`config.mk`:
```
export PLATFORM = sky130hd
export DESIGN_NAME = crc32_xor_parity_fec_encoder
export DESIGN_NICKNAME = d
export VERILOG_FILES = /design/src/hdl/crcfec_pkg.sv /design/src/hdl/crcfec_ram.sv /design/src/hdl/crc32_xor_parity_fec_encoder.sv
export VERILOG_INCLUDE_DIRS = /design/src /design/src/hdl
export SDC_FILE = /design/constraint.sdc
export NUM_CORES = 1
export LEC_CHECK = 0
export ABC_AREA = 0
export BUFFER_PORTS_ARGS = -buffer_cell sky130_fd_sc_hd__buf_2
export CORE_MARGIN = 1
export CORE_UTILIZATION = 55
export CTS_CLUSTER_DIAMETER = 150
export DETAILED_ROUTE_END_ITERATION = 6
export GPL_TIMING_DRIVEN = 0
export HOLD_SLACK_MARGIN = 0.02
export PLACE_DENSITY = 0.8
export SYNTH_ARGS = -nofsm -noshare
export SYNTH_HDL_FRONTEND = slang
export SYNTH_HIERARCHICAL = 1
export SYNTH_SLANG_ARGS = --single-unit
export TNS_END_PERCENT = 50
```
`constraint.sdc`:
```
create_clock -name clock -period 5.92 [get_ports clock]
set_clock_uncertainty 0.15 [all_clocks]
set_input_delay 0.888 -clock clock [delete_from_list [all_inputs] [get_ports clock]]
set_output_delay 0.888 -clock clock [all_outputs]
set_load 0.005 [all_outputs]
```
`src/hdl/crc32_xor_parity_fec_encoder_macros.svh`:
```
// Assertion macros for the CRC-32 and XOR parity recovery encoder.
// Included by the top level; no other dependencies.
`ifndef CRC32_XOR_PARITY_FEC_ENCODER_MACROS_SVH
`define CRC32_XOR_PARITY_FEC_ENCODER_MACROS_SVH

// A condition that must hold at every clock edge outside reset.
`define CFE_ASSERT_ALWAYS(label, clk, rst, cond) \
   label: assert property (@(posedge clk) disable iff (rst) (cond)) \
      else $error("assertion failed: %m");

// An antecedent that implies a consequent in the same cycle.
`define CFE_ASSERT_IMPLY(label, clk, rst, ante, cons) \
   label: assert property (@(posedge clk) disable iff (rst) (ante) |-> (cons)) \
      else $error("assertion failed: %m");

// An antecedent that implies a consequent in the next cycle.
`define CFE_ASSERT_NEXT(label, clk, rst, ante, cons) \
   label: assert property (@(posedge clk) disable iff (rst) (ante) |=> (cons)) \
      else $error("assertion failed: %m");

`endif

```
`src/hdl/crcfec_pkg.sv`:
```
// Shared constants, types and functions for the CRC-32 and parity encoder.
// No dependencies; used by the storage module and the top level.
`timescale 1ns / 1ps

package crcfec_pkg;

   localparam int unsigned BODY_LEN       = 39;
   localparam int unsigned POS_W          = $clog2(BODY_LEN);
   localparam int unsigned GROUP_SIZE_DEF = 3;

   localparam logic [POS_W-1:0] PRIO_POS     = POS_W'(BODY_LEN - 1);
   localparam logic [31:0]      CRC_INIT     = 32'hFFFF_FFFF;
   localparam logic [31:0]      CRC_POLY     = 32'hEDB8_8320;
   localparam logic [7:0]       FEC_MAGIC    = 8'hFE;
   localparam logic [7:0]       REC_PRIORITY = 8'h02;
   localparam logic [7:0]       CRITICAL     = 8'h01;

   typedef enum logic [2:0] {
      ST_IN,
      ST_CRC,
      ST_PAR,
      ST_REC_RD,
      ST_REC,
      ST_RCRC
   } state_type;

   // One byte through the reflected CRC-32, bit by bit.
   function automatic logic [31:0] crc_byte(input logic [31:0] c, input logic [7:0] b);
      logic [31:0] r;
      r = c ^ {24'd0, b};
      for (int k = 0; k < 8; k++) begin
         if (r[0]) begin
            r = (r >> 1) ^ CRC_POLY;
         end else begin
            r = r >> 1;
         end
      end
      return r;
   endfunction

   // Header fields of the recovery packet override the parity bytes.
   function automatic logic [7:0] rec_byte(input logic [POS_W-1:0] idx, input logic [7:0] v);
      logic [7:0] r;
      r = v;
      if (idx == '0) begin
         r = FEC_MAGIC;
      end else if (idx <= POS_W'(4)) begin
         r = 8'd0;
      end else if (idx == PRIO_POS) begin
         r = REC_PRIORITY;
      end
      return r;
   endfunction

endpackage

```
`src/hdl/crcfec_ram.sv`:
```
// Simple dual-port synchronous memory with a registered read.
// Uses crcfec_pkg for the packet length and address width.
`timescale 1ns / 1ps

module crcfec_ram (
   input  logic                          clock,
   input  logic                          wr_en,
   input  logic [crcfec_pkg::POS_W-1:0]  wr_addr,
   input  logic [7:0]                    wr_data,
   input  logic                          rd_en,
   input  logic [crcfec_pkg::POS_W-1:0]  rd_addr,
   output logic [7:0]                    rd_data
);
   import crcfec_pkg::*;

   logic [7:0] mem [BODY_LEN];
   logic [7:0] rd_data_ff;

   // Write port.
   always_ff @(posedge clock) begin
      if (wr_en) begin
         mem[wr_addr] <= wr_data;
      end
   end

   // Read port, data held until the next read.
   always_ff @(posedge clock) begin
      if (rd_en) begin
         rd_data_ff <= mem[rd_addr];
      end
   end

   assign rd_data = rd_data_ff;

endmodule

```
`src/hdl/crc32_xor_parity_fec_encoder.sv`:
```
// Top level of the telemetry CRC-32 and XOR parity recovery encoder.
// Depends on crcfec_pkg, crcfec_ram and the assertion macro header.
//
// Usage:
//   The request channel (req_) carries one packet body byte per request; the
//   block counts offsets 0 to 38 itself, so every 39th byte closes a packet.
//   The response channel (rsp_) carries emitted bytes: tuser is 0 for the
//   packet's CRC bytes and 1 for recovery packet bytes; tlast marks the final
//   byte caused by one request.
//   Offsets 0 to 37 produce nothing. Offset 38 gives the four CRC bytes,
//   least significant first, through the CRC state and the output
//   register. A critical packet then costs a parity update pass in the
//   packet and parity memories, one entry per cycle. After the last critical
//   packet of a group, a read set-up state and 43 recovery bytes follow, one
//   per cycle while the receiver is ready. No request is taken from offset
//   38 until its output is done.
//   A stalled receiver holds the output register and pauses the emission.
//   Reset clears the offset and group count and presets the CRC; the memories
//   need no clearing, as each entry is written before it is read.
`timescale 1ns / 1ps
`include "crc32_xor_parity_fec_encoder_macros.svh"

module crc32_xor_parity_fec_encoder #(
   parameter int unsigned GROUP_SIZE = crcfec_pkg::GROUP_SIZE_DEF
) (
   input  logic       clock,
   input  logic       reset,
   input  logic       req_tvalid,
   output logic       req_tready,
   input  logic [7:0] req_tdata,   // [7:0] data_byte
   output logic       rsp_tvalid,
   input  logic       rsp_tready,
   output logic [7:0] rsp_tdata,   // [7:0] out_byte
   output logic       rsp_tuser,   // [0] from_parity
   output logic       rsp_tlast    // run_end
);
   import crcfec_pkg::*;

   localparam int unsigned GC_W = (GROUP_SIZE > 1) ? $clog2(GROUP_SIZE) : 1;
   localparam logic [GC_W-1:0] GC_LAST = GC_W'(GROUP_SIZE - 1);

   state_type state_ff, state_in;
   logic [POS_W-1:0] pos_ff, pos_in;
   logic [POS_W-1:0] idx_ff, idx_in;
   logic [POS_W-1:0] wr_idx_ff, wr_idx_in;
   logic [31:0]      crc_ff, crc_in;
   logic [31:0]      crc_out_ff, crc_out_in;
   logic [1:0]       cnt_ff, cnt_in;
   logic [GC_W-1:0]  gc_ff, gc_in;
   logic             crit_ff, crit_in;
   logic             rec_ff, rec_in;
   logic             load_ff, load_in;
   logic             wr_v_ff, wr_v_in;
   logic             rsp_valid_ff, rsp_valid_in;
   logic [7:0]       rsp_byte_ff, rsp_byte_in;
   logic             rsp_par_ff, rsp_par_in;
   logic             rsp_last_ff, rsp_last_in;

   logic             req_fire;
   logic             out_free;
   logic             emit;
   logic [7:0]       emit_byte;
   logic             emit_par;
   logic             emit_last;
   logic [31:0]      crc_nx;
   logic [7:0]       rec_v;

   logic             pkt_re;
   logic [7:0]       pkt_q;
   logic             par_re;
   logic [POS_W-1:0] par_ra;
   logic [7:0]       par_q;
   logic [7:0]       par_wd;

   assign req_fire   = req_tvalid & req_tready;
   assign out_free   = ~rsp_valid_ff | rsp_tready;
   assign req_tready = (state_ff == ST_IN);

   // Packet body store: written on each request, read in the parity pass.
   assign pkt_re = (state_ff == ST_PAR);

   crcfec_ram u_pkt_ram (
      .clock   (clock),
      .wr_en   (req_fire),
      .wr_addr (pos_ff),
      .wr_data (req_tdata),
      .rd_en   (pkt_re),
      .rd_addr (idx_ff),
      .rd_data (pkt_q)
   );

   // Parity store: read-modify-write in the pass, read for the recovery packet.
   assign rec_v  = rec_byte(idx_ff, par_q);
   assign par_re = (state_ff == ST_PAR) || (state_ff == ST_REC_RD) ||
                   ((state_ff == ST_REC) && out_free && (idx_ff != PRIO_POS));
   assign par_ra = (state_ff == ST_REC) ? idx_ff + POS_W'(1) : idx_ff;
   assign par_wd = load_ff ? pkt_q : (pkt_q ^ par_q);

   crcfec_ram u_par_ram (
      .clock   (clock),
      .wr_en   (wr_v_ff),
      .wr_addr (wr_idx_ff),
      .wr_data (par_wd),
      .rd_en   (par_re),
      .rd_addr (par_ra),
      .rd_data (par_q)
   );

   // Next state.
   always_comb begin
      state_in = state_ff;
      case (state_ff)
         ST_IN: begin
            if (req_fire && (pos_ff == PRIO_POS)) begin
               state_in = ST_CRC;
            end
         end
         ST_CRC: begin
            if (out_free && (cnt_ff == 2'd3)) begin
               state_in = crit_ff ? ST_PAR : ST_IN;
            end
         end
         ST_PAR: begin
            if (idx_ff == PRIO_POS) begin
               state_in = rec_ff ? ST_REC_RD : ST_IN;
            end
         end
         ST_REC_RD: begin
            state_in = ST_REC;
         end
         ST_REC: begin
            if (out_free && (idx_ff == PRIO_POS)) begin
               state_in = ST_RCRC;
            end
         end
         ST_RCRC: begin
            if (out_free && (cnt_ff == 2'd3)) begin
               state_in = ST_IN;
            end
         end
         default: begin
            state_in = ST_IN;
         end
      endcase
   end

   // Datapath and emitted bytes for each state.
   always_comb begin
      pos_in     = pos_ff;
      idx_in     = idx_ff;
      crc_in     = crc_ff;
      crc_out_in = crc_out_ff;
      cnt_in     = cnt_ff;
      gc_in      = gc_ff;
      crit_in    = crit_ff;
      rec_in     = rec_ff;
      load_in    = load_ff;
      crc_nx     = crc_ff;
      emit       = 1'b0;
      emit_byte  = crc_out_ff[7:0];
      emit_par   = 1'b0;
      emit_last  = 1'b0;
      case (state_ff)
         ST_IN: begin
            crc_nx = crc_byte(crc_ff, req_tdata);
            if (req_fire) begin
               if (pos_ff == PRIO_POS) begin
                  crc_out_in = ~crc_nx;
                  crc_in     = CRC_INIT;
                  pos_in     = '0;
                  cnt_in     = 2'd0;
                  crit_in    = (req_tdata == CRITICAL);
                  rec_in     = (req_tdata == CRITICAL) && (gc_ff == GC_LAST);
                  load_in    = (gc_ff == '0);
                  if (req_tdata == CRITICAL) begin
                     gc_in = (gc_ff == GC_LAST) ? '0 : gc_ff + GC_W'(1);
                  end
               end else begin
                  crc_in = crc_nx;
                  pos_in = pos_ff + POS_W'(1);
               end
            end
         end
         ST_CRC: begin
            if (out_free) begin
               emit       = 1'b1;
               emit_last  = (cnt_ff == 2'd3) && !rec_ff;
               crc_out_in = crc_out_ff >> 8;
               cnt_in     = cnt_ff + 2'd1;
               idx_in     = '0;
            end
         end
         ST_PAR: begin
            idx_in = (idx_ff == PRIO_POS) ? '0 : idx_ff + POS_W'(1);
         end
         ST_REC_RD: begin
            idx_in = '0;
         end
         ST_REC: begin
            crc_nx    = crc_byte(crc_ff, rec_v);
            emit_byte = rec_v;
            emit_par  = 1'b1;
            if (out_free) begin
               emit = 1'b1;
               if (idx_ff == PRIO_POS) begin
                  crc_out_in = ~crc_nx;
                  crc_in     = CRC_INIT;
                  cnt_in     = 2'd0;
                  idx_in     = '0;
               end else begin
                  crc_in = crc_nx;
                  idx_in = idx_ff + POS_W'(1);
               end
            end
         end
         ST_RCRC: begin
            emit_par = 1'b1;
            if (out_free) begin
               emit       = 1'b1;
               emit_last  = (cnt_ff == 2'd3);
               crc_out_in = crc_out_ff >> 8;
               cnt_in     = cnt_ff + 2'd1;
            end
         end
         default: begin
            emit = 1'b0;
         end
      endcase
   end

   // Parity write stage: each write lands in the cycle after its read in the pass.
   assign wr_v_in   = (state_ff == ST_PAR);
   assign wr_idx_in = idx_ff;

   // Output register.
   always_comb begin
      rsp_valid_in = rsp_valid_ff;
      rsp_byte_in  = rsp_byte_ff;
      rsp_par_in   = rsp_par_ff;
      rsp_last_in  = rsp_last_ff;
      if (emit) begin
         rsp_valid_in = 1'b1;
         rsp_byte_in  = emit_byte;
         rsp_par_in   = emit_par;
         rsp_last_in  = emit_last;
      end else if (rsp_tready) begin
         rsp_valid_in = 1'b0;
      end
   end

   assign rsp_tvalid = rsp_valid_ff;
   assign rsp_tdata  = rsp_byte_ff;
   assign rsp_tuser  = rsp_par_ff;
   assign rsp_tlast  = rsp_last_ff;

   // Control registers.
   always_ff @(posedge clock) begin
      if (reset) begin
         state_ff     <= ST_IN;
         pos_ff       <= '0;
         idx_ff       <= '0;
         crc_ff       <= CRC_INIT;
         cnt_ff       <= 2'd0;
         gc_ff        <= '0;
         crit_ff      <= 1'b0;
         rec_ff       <= 1'b0;
         load_ff      <= 1'b0;
         wr_v_ff      <= 1'b0;
         rsp_valid_ff <= 1'b0;
      end else begin
         state_ff     <= state_in;
         pos_ff       <= pos_in;
         idx_ff       <= idx_in;
         crc_ff       <= crc_in;
         cnt_ff       <= cnt_in;
         gc_ff        <= gc_in;
         crit_ff      <= crit_in;
         rec_ff       <= rec_in;
         load_ff      <= load_in;
         wr_v_ff      <= wr_v_in;
         rsp_valid_ff <= rsp_valid_in;
      end
   end

   // Payload registers.
   always_ff @(posedge clock) begin
      crc_out_ff  <= crc_out_in;
      wr_idx_ff   <= wr_idx_in;
      rsp_byte_ff <= rsp_byte_in;
      rsp_par_ff  <= rsp_par_in;
      rsp_last_ff <= rsp_last_in;
   end

   // Checks on the sequencing.
   `CFE_ASSERT_ALWAYS(a_pos_range, clock, reset, pos_ff <= PRIO_POS)
   `CFE_ASSERT_ALWAYS(a_gc_range, clock, reset, gc_ff <= GC_LAST)
   `CFE_ASSERT_NEXT(a_mid_packet, clock, reset, req_fire && (pos_ff != PRIO_POS), state_ff == ST_IN)
   `CFE_ASSERT_IMPLY(a_rec_only, clock, reset, (state_ff == ST_REC) || (state_ff == ST_RCRC), rec_ff && crit_ff)

endmodule
```
# Word-level counts from Yosys, hierarchy flattened
# Memories as Yosys holds them, arrays and structs flattened. A register that Yosys moved wholly into a read port is not among the register bits.
# Index checks and enable logic that the tools add are counted.
# totals
reg_bits,104
latchBits,0
mem_bits_rw,624
mem_bits_ro,0
in_bits,12
word_cells,177
n_memories,2
# classes
n_addsub,4
multipliers,0
n_div,0
magnitude_cmp,1
eq_ne,22
shifts,0
muxes,81
bitwise,24
reduce_logical,27
# memory_table
name,depth,word_bits,rd,rd_ports_with_merged_regs,wr,line,text
u_par_ram.mem,39,8,1,1,1,crcfec_ram.sv:16,logic [7:0] mem [BODY_LEN];
u_pkt_ram.mem,39,8,1,1,1,crcfec_ram.sv:16,
# ops
op,count
two-way mux 32 bit,41
NOT 13 -> 14 bit,16
one-hot mux 32 bit (3 select lines),1
NOT 32 bit,2
one-hot mux 32 bit (2 select lines),1
XOR 32 x 8 -> 32 bit,2
two-way mux 8 bit,5
two-way mux 6 bit,5
one-hot mux 6 bit (4 select lines),1
one-hot mux 3 bit (6 select lines),1
two-way mux 2 bit,8
two-way mux 3 bit,5
"inequality test 2 x 1 -> 1 bit, second input constant",7
"adder 6 x 1 -> 6 bit, second input constant",2
"equality test 6 bit, second input constant",2
two-way mux 1 bit,11
AND reduction 3 bit,3
"equality test 8 x 1 -> 1 bit, second input constant",1
"inequality test 2 bit, second input constant",4
XOR 8 bit,1
logical AND 1 bit,7
"equality test 3 x 2 -> 1 bit, second input constant",2
"equality test 3 bit, second input constant",2
"less-or-equal comparator 6 x 3 -> 1 bit, second input constant",1
23 further kinds,28

# Depth between registers and ports, before layout
# Gate-level depths: netlist of the first run.
# depth
word_depth,33
mapped_depth,13
depth_no_buf,9

# Modules after synthesis
# Netlist of the first run, hierarchy kept.
# by_module_without_submodules
mod,instances,cells_each,area_each_um2
crcfec_ram,2,704,12836.1
crc32_xor_parity_fec_encoder,1,733,6886.6

# Worst setup path after synthesis of the first run
# No wires, ideal clock.
# synth_path
path_kind,reg2reg
start,reg idx_ff[0]
end,"reg crc_out_ff[17], data pin"
setup_ps,268
arrival_ps,2592
required_time_ps,5502
setup_slack_ps,2909
path_stages_with_launch,12
n_path_buf,2
period_less_slack_ps,3011
path_cell_list,dfxtp_1 inv_1 ha_1 or3b_1 buf_2 nand3_1 buf_2 a21oi_1 xor2_1 xnor3_1 xnor2_1 o21ai_0
# synth_between
elab_chain_len,29
elab_cells_between_ends,31
# synth_rtl
item,line,text
"start, declared",crc32_xor_parity_fec_encoder.sv:44,"logic [POS_W-1:0] idx_ff, idx_in;"
"start signal, assigned",crc32_xor_parity_fec_encoder.sv:273,idx_ff <= idx_in;
"parallel branches: the longest is 3 deep, another holds less-or-equal comparator 6 x 3 -> 1 bit",-,
two-way mux 8 bit *,crcfec_pkg.sv:45,if (idx == '0) begin
XOR 32 x 8 -> 32 bit *,crcfec_pkg.sv:30,"r = c ^ {24'd0, b};"
two-way mux 32 bit *,crcfec_pkg.sv:32,if (r[0]) begin
two-way mux 32 bit *,crc32_xor_parity_fec_encoder.sv:163,case (state_ff)
NOT 13 -> 14 bit (no source line),-,
two-way mux 32 bit *,crcfec_pkg.sv:32,
two-way mux 32 bit *,crc32_xor_parity_fec_encoder.sv:163,
(+12 left out),-,
two-way mux 32 bit *,crc32_xor_parity_fec_encoder.sv:163,
two-way mux 32 bit *,crcfec_pkg.sv:32,
two-way mux 32 bit *,crc32_xor_parity_fec_encoder.sv:163,
NOT 32 bit *,crc32_xor_parity_fec_encoder.sv:206,crc_out_in = ~crc_nx;
two-way mux 32 bit *,crc32_xor_parity_fec_encoder.sv:205,if (idx_ff == PRIO_POS) begin
two-way mux 32 bit *,crc32_xor_parity_fec_encoder.sv:203,if (out_free) begin
one-hot mux 32 bit (3 select lines) *,crc32_xor_parity_fec_encoder.sv:163,
via crc_out_in[17],crc32_xor_parity_fec_encoder.sv:47,"logic [31:0] crc_out_ff, crc_out_in;"
"end signal, assigned",crc32_xor_parity_fec_encoder.sv:287,crc_out_ff <= crc_out_in;
"end, declared",crc32_xor_parity_fec_encoder.sv:47,
# Mark *: on every way through the listed nets, which the timed path passes. The select of a mux whose other input is x is not followed.
# A chain may end at the register's enable or synchronous reset.

# Worst setup path in the final report of the first run
# layout_path
start,reg state_ff[1]
end,"reg u_par_ram.rd_data_ff[4] (netlist: u_par_ram/rd_data[4]), read port of u_par_ram.mem, data pin"
# layout_between
elab_cells_between_ends,8
# layout_lines
item,line,text
"start, declared",crc32_xor_parity_fec_encoder.sv:42,"state_type state_ff, state_in;"
"start signal, assigned",crc32_xor_parity_fec_encoder.sv:271,state_ff <= state_in;
equality test 3 bit,crc32_xor_parity_fec_encoder.sv:96,assign par_ra = (state_ff == ST_REC) ? idx_ff + POS_W'(1) : idx_ff;
two-way mux 6 bit,crc32_xor_parity_fec_encoder.sv:96,
via par_ra[2],crc32_xor_parity_fec_encoder.sv:71,logic [POS_W-1:0] par_ra;
"end, declared",crcfec_ram.sv:17,logic [7:0] rd_data_ff;
# The timed path passes the listed nets, and every way through them passes these cells.

==> qor.txt, run 1 <==
uppermost layer routed = met5
Worst path slowest cell = nor2_1
synthesized area = 32600 um2
Cells after Synth = 2141
Die Area = 60200 um2
post-synth top area share = 62.9%
# rows = 88
global-route wire length before repair = 120 mm
root buffer cell = clkbuf_16
CP Class = reg2reg
Setup TNS Final = 0 ns
max-capacitance violation count = 0
remaining antenna violation count = 0
hold_sp = idx_ff[5]$_SDFFE_PP0P_
CTS tree = built
die width = 245 um
Vias = 19900
WL final = 80.9 mm
clock latency on the worst-skew pair = 0.61 ns
Filler Cell Count = 4046
largest net degree at the start of global routing = 42
worst path required time = 6.12 ns
metal2 WL = 38.3 mm
DRT iter0 DRCs = 2656
total track usage = 27.0%
cell area power density = 355 nW/um2
number of buffers created by CTS = 74
Area contributors post-synth = edfxtp_1, mux2i_1, dfxtp_1, xnor2_1, a22oi_1
met3 wire length = 7.96 mm
fin crit period = 4.84 ns
n_diodes = 0
post_cts resized = 0
cell area after layout = 36200 um2
DRC viols = 0
GRT overflow = 0
M1 wire length = 31.1 mm
Yosys reg bits = 744
Vias/cell = 6.47
fin util = 62.3%
Core Footprint = 58100 um2
async set or reset register ratio after synthesis = 0%
most frequent cells in the layout = edfxtp_1, mux2i_1, nor2_1
Clock Path Buffers = 3
Peak VDD IR = 0.310 mV
Initial Utilization = 56.0%
Critical Path AT = 5.04 ns
Seq pwr share = 46.9%
commonest non-fill, non-tap cell in the layout = edfxtp_1
fmax = 0.206 GHz
Netlist cell types = 75
syn nets = 2159
internal power = 9.46 mW
CP cell instances = nand2b_1 > nor2_1 > clkbuf_1 > nand2_1 > xnor2_1 > nor2b_1 > buf_2 > buf_2 > a22oi_1 > a21oi_1 > o41ai_2
max incr delay on CP = 0.68 ns
clk sink count = 744
Lkg Pwr = 11.2 nW
Worst Max-Slew Pin Slew = 1.40 ns
placed inst area = 33800 um2
Worst-path clk slew = 0.06 ns
max-slew violations = 0
Switching Fraction = 26.3%
Max Fanout on Critical Path = 10
port bufs = 22
Seq/Total Area, Yosys = 66.7%
Critical Path Source = state_ff[1]$_SDFFE_PP0P_
CP endpoint kind = register
Die Span Y = 245 um
NetSw = 3.37 mW
outcome = finished clean
Post-CTS Repair Setup Buffers = 0
post-synth top area cell = edfxtp_1
Period Utilization, post-route = 81.8%
final hold vios = 0
Hold-fix buffers, CTS = 0
Ports = 24
CP Launch Type = register
worst r2r src = state_ff[1]$_SDFFE_PP0P_
Placer Congestion = 0.987
RSZ-0062 raised after global routing = no
vias in the first global route = 19700
worst min path class = reg2reg
dominant synthesized flop cell = edfxtp_1
area delta synth->final = 11.2%
WHS = 0.298 ns
Clk pwr share = 35.6%
Detail Placement HPWL = 54.3 mm
Gate power share = 17.6%
most frequent cell on the critical path = buf_2
Post-layout nets = 2266
Post-synth EDFFs = 682
initial antenna violation count = 1
share of layout cells above drive strength 1 = 13.3%
Avg Inst Size Synth = 15.2 um2
Yosys Warn Count = 6
Routed wire per std cell = 26.4 um
Final setup viols = 0
Initial DRT Pass Iterations = 7
Slew headroom = 5.73%
CTS H-tree lvls = 3
worst max-delay path, delay by kind of cell, from the launching register on:
family / cells / cell delay, ns
flops: 1 / 0.36
buf+inv: 3 / 1.39
simple gates: 4 / 1.58
xor+xnor: 1 / 0.40
compound gates: 3 / 0.69
metrics by stage:
step | power, mW | cells | setup slack [ns]
2_1_floorplan | 7.74 | 2141 | 2.91
3_5_place_dp | 8.30 | 2936 | 1.20
3_3_place_gp | 8.26 | 2928 | 1.31
6_report | 12.8 | 3069 | 1.08
5_1_grt | 13.2 | 3069 | 0.897
4_1_cts | 12.8 | 3068 | 1.17
power groups by stage:
stage          Combinational (mW)  Sequential (mW)  Clock (mW)
2_1_floorplan                1.65             6.09           0
6_report                     2.25             6.02        4.56
5_1_grt                      2.41             6.03        4.80
3_5_place_dp                 2.18             6.12           0
4_1_cts                      2.20             6.01        4.61
3_3_place_gp                 2.15             6.12           0
Yosys cell counts (8+ instances only):
cell type  count
xnor2_1       99
nand2_1       97
o22ai_1       31
buf_2         19
mux2_2        16
nand2b_1      22
xnor2_2        8
clkbuf_1      64
edfxtp_1     682
a211o_1       11
inv_1         12
o41ai_2       16
nor2b_1       16
o21ai_0       62
xor2_1        37
nor3_1        18
a22o_1        38
buf_6         16
a221o_1       14
mux2i_1      281
a21oi_1       92
buf_4         19
nor2_1       131
a221oi_1      12
mux4_2        16
a221oi_2      27
dfxtp_1       62
nand3_1       23
a22oi_1       67
xnor3_1        9
cell families (layout without fill, tap and decap cells):
kind of cell / after synthesis / in the layout / share of synthesized area, %
simple gates: 348 / 348 / 4.94
mux: 313 / 313 / 10.3
buf+inv: 145 / 308 / 2.71
fa+ha+maj: 6 / 6 / 0.231
xor+xnor: 159 / 159 / 5.11
flops: 744 / 744 / 66.7
compound gates: 426 / 426 / 10.0
per-layer routing:
layer / track usage, % / vias to the layer above
li1: - / 8524
met1: 36.0 / 9859
met2: 43.3 / 1231
met3: 5.24 / 247
met4: 11.5 / 2
met5: 0 / -
worst paths after layout:
kind	to	slack, ns	depth (start not counted)
max	u_par_ram/rd_data[4]$_DFFE_PP_	1.08	11
min	wr_idx_ff[5]$_DFF_P_	0.30	0
max reg2reg	u_par_ram/rd_data[4]$_DFFE_PP_	1.08	11
min reg2reg	wr_idx_ff[5]$_DFF_P_	0.30	0
flip-flops by register name (all words and copies together) (netlist names), 2 cells and up:
name               cells
rsp_tdata              8
crc_out_ff            32
cnt_ff                 2
u_par_ram/mem        312
crc_ff                32
gc_ff                  2
wr_idx_ff              6
pos_ff                 6
idx_ff                 6
u_pkt_ram/rd_data      8
u_par_ram/rd_data      8
state_ff               3
u_pkt_ram/mem        312
layout make-up:
class	instances	area, um2	area share [%]
Timing Repair Buffer	31	255	0.705
Sequential cell	744	21700	60.0
Buffer	133	836	2.31
Multi-Input combinational cell	1252	10000	27.7
Inverter	12	45.0	0.124
Tap cell	765	957	2.64
Clock buffer	90	2010	5.55
Clock inverter	42	350	0.968
Note: power is estimated with default switching activity, not from simulation.
==> run 2: changes to the inputs <==
- PLACE_DENSITY: 0.8 -> 0.82
- clock period: 5.92 -> 4.4 ns (I/O delays scaled with it)
==> run 2 against run 1 <==
Effect of this change:
- the flow now finishes with violations (DRC)
- sequential share of layout area grew 0.18 points
- worst setup slack worse by 0.93 ns
- sequential cell count unchanged
- register-to-register slack got worse by 0.93 ns
- clock power is 29% higher
- count of clock-buffer cells in the layout is 4 higher
- critical path type unchanged
- cell count about the same
- hold slack worse by 0.018 ns
- fmax rose by 14%
- global-route usage rose by 0.41 points
==> qor.txt, run 2 (same netlist as run 1, synthesis figures left out) <==
outcome = finished with violations (was finished clean)
violated checks = DRC
Placer Congestion = 0.988 (was 0.987)
Routed wire per std cell = 26.7 um (was 26.4 um)
Period Utilization, post-route = 96.7% (was 81.8%)
WL final = 81.9 mm (was 80.9 mm)
Final setup viols = 0 (unchanged)
GRT overflow = 0 (unchanged)
Switching Fraction = 26.1% (was 26.3%)
Lkg Pwr = 11.2 nW (about the same)
CP Class = reg2reg (unchanged)
worst min path class = reg2reg (unchanged)
share of layout cells above drive strength 1 = 13.3% (about the same)
commonest non-fill, non-tap cell in the layout = edfxtp_1 (unchanged)
NetSw = 4.43 mW (was 3.37 mW)
fmax = 0.235 GHz (was 0.206 GHz)
Slew headroom = 7.27% (was 5.73%)
global-route wire length before repair = 121 mm (was 120 mm)
root buffer cell = clkbuf_16 (unchanged)
Clk pwr share = 34.6% (was 35.6%)
internal power = 12.5 mW (was 9.46 mW)
max-capacitance violation count = 0 (unchanged)
largest net degree at the start of global routing = 42 (unchanged)
footprint of the multi-input gates = 10000 um2 (about the same)
CP Launch Type = register (unchanged)
total track usage = 27.4% (was 27.0%)
Peak VDD IR = 0.391 mV (was 0.310 mV)
clk sink count = 744 (unchanged)
Worst Max-Slew Pin Slew = 1.38 ns (was 1.40 ns)
worst path required time = 4.59 ns (was 6.12 ns)
DRC viols = 9 (was 0)
remaining antenna violation count = 0 (unchanged)
most frequent cells in the layout = edfxtp_1, mux2i_1, nor2_1 (unchanged)
Detail Placement HPWL = 54.7 mm (was 54.3 mm)
Die Area = 60200 um2 (unchanged)
cell area power density = 470 nW/um2 (was 355 nW/um2)
Core Footprint = 58100 um2 (unchanged)
Clock Path Buffers = 3 (unchanged)
top flop regs = u_par_ram/mem: 312 flops, u_pkt_ram/mem: 312 flops (unchanged)
Initial Utilization = 56.0% (unchanged)
Ports = 24 (unchanged)
Max Fanout on Critical Path = 10 (unchanged)
DRT iter0 DRCs = 2911 (was 2656)
Critical Path AT = 4.45 ns (was 5.04 ns)
Cell Count, Final, Fillers Out = 3066 (was 3069)
Die Span Y = 245 um (unchanged)
CTS tree = built (unchanged)
max-slew violations = 0 (unchanged)
Filler Cell Count = 4130 (was 4046)
die width = 245 um (unchanged)
Vias/cell = 6.49 (was 6.47)
number of buffers created by CTS = 73 (was 74)
final hold vios = 0 (unchanged)
n_diodes = 0 (unchanged)
Placed Instances = 2939 (was 2936)
Hold-fix buffers, CTS = 0 (unchanged)
Worst-path clk slew = 0.06 ns (about the same)
CTS H-tree lvls = 3 (unchanged)
clock latency on the worst-skew pair = 0.62 ns (was 0.61 ns)
Reg area = 21700 um2 (unchanged)
port bufs = 22 (unchanged)
WHS = 0.279 ns (was 0.298 ns)
Vias = 19900 (about the same)
Post-layout nets = 2267 (was 2266)
Post-CTS Repair Setup Buffers = 0 (unchanged)
Seq pwr share = 47.7% (was 46.9%)
Gate power share = 17.7% (was 17.6%)
vias in the first global route = 19500 (was 19700)
area delta synth->final = 10.8% (was 11.2%)
initial antenna violation count = 0 (was 1)
Initial DRT Pass Iterations = 7 (unchanged)
CP endpoint kind = register (unchanged)
# rows = 88 (unchanged)
fin crit period = 4.25 ns (was 4.84 ns)
RSZ-0062 raised after global routing = no (unchanged)
run 2: cell count changes in the layout (fill, tap and decap cells not counted), sizes merged:
cell      previous run  this run
clkinvlp             3         0
clkinv              31        25
clkbuf             155       159
buf                 99       101
run 2: area by class of cell:
cell class,count,share of cell area [%]
clock buffer,94,5.28
inverter,12,0.125
timing repair buffer,33,0.846
tap,765,2.65
buffer,133,2.32
multi-input combinational,1252,27.8
sequential,744,60.2
clock inverter,33,0.791
run 2: layer usage:
layer | track usage (%) | vias up | part of all wire [%]
li1 | - | 8527 | -
met1 | 36.7 | 9895 | 39
met2 | 44.9 | 1254 | 48
met3 | 5.18 | 210 | 10
met4 | 9.58 | 0 | 3.5
met5 | 0 | - | 0
run 2: final timing paths:
| check | start | to | slack [ns] | cells after the start |
|---|---|---|---|---|
| max | state_ff[0]$_SDFFE_PP0P_ | u_par_ram/rd_data[3]$_DFFE_PP_ | 0.15 | 11 |
| min | idx_ff[5]$_SDFFE_PP0P_ | wr_idx_ff[5]$_DFF_P_ | 0.28 | 0 |
| max reg2reg | state_ff[0]$_SDFFE_PP0P_ | u_par_ram/rd_data[3]$_DFFE_PP_ | 0.15 | 11 |
| min reg2reg | idx_ff[5]$_SDFFE_PP0P_ | wr_idx_ff[5]$_DFF_P_ | 0.28 | 0 |
run 2: timing repair:
action | in CTS | in global routing
gates resized for setup | 2 | 2
hold endpoints to repair | 0 | 0
pin swaps | 0 | 0
endpoints found under the setup margin | 8 | 8
run 2: worst max-delay path, stage by stage (launching register included):
cell      delay, ns
dfxtp_1        0.34
clkbuf_1       0.25
nor2_4         0.40
clkbuf_2       0.43
nand2_1        0.13
xnor2_1        0.22
buf_4          0.24
nor2b_1        0.40
clkbuf_1       0.63
a22oi_1        0.25
a21oi_1        0.39
o41ai_2        0.15
run 2: per-stage QoR:
stage	power (mW)	instance area, um2	utilization [%]	setup TNS (ns)	setup WS [ns]
global route	17.5	36100	62.1	0	0.0800
finish	17.0	36100	62.1	0	0.147
floorplan	10.4	32600	-	0	1.39
global placement	11.1	33600	57.8	-1.93	-0.290
CTS	16.9	36100	62.1	0	0.0818
detailed placement	11.1	33900	58.3	-2.88	-0.439
run 2: power groups by stage:
stage          clock network, mW  registers [mW]  logic [mW]
2_1_floorplan                  0            8.20        2.22
3_5_place_dp                   0            8.24        2.90
3_3_place_gp                   0            8.23        2.85
6_report                    5.86            8.10        3.00
4_1_cts                     5.91            8.09        2.92
5_1_grt                     6.17            8.11        3.19
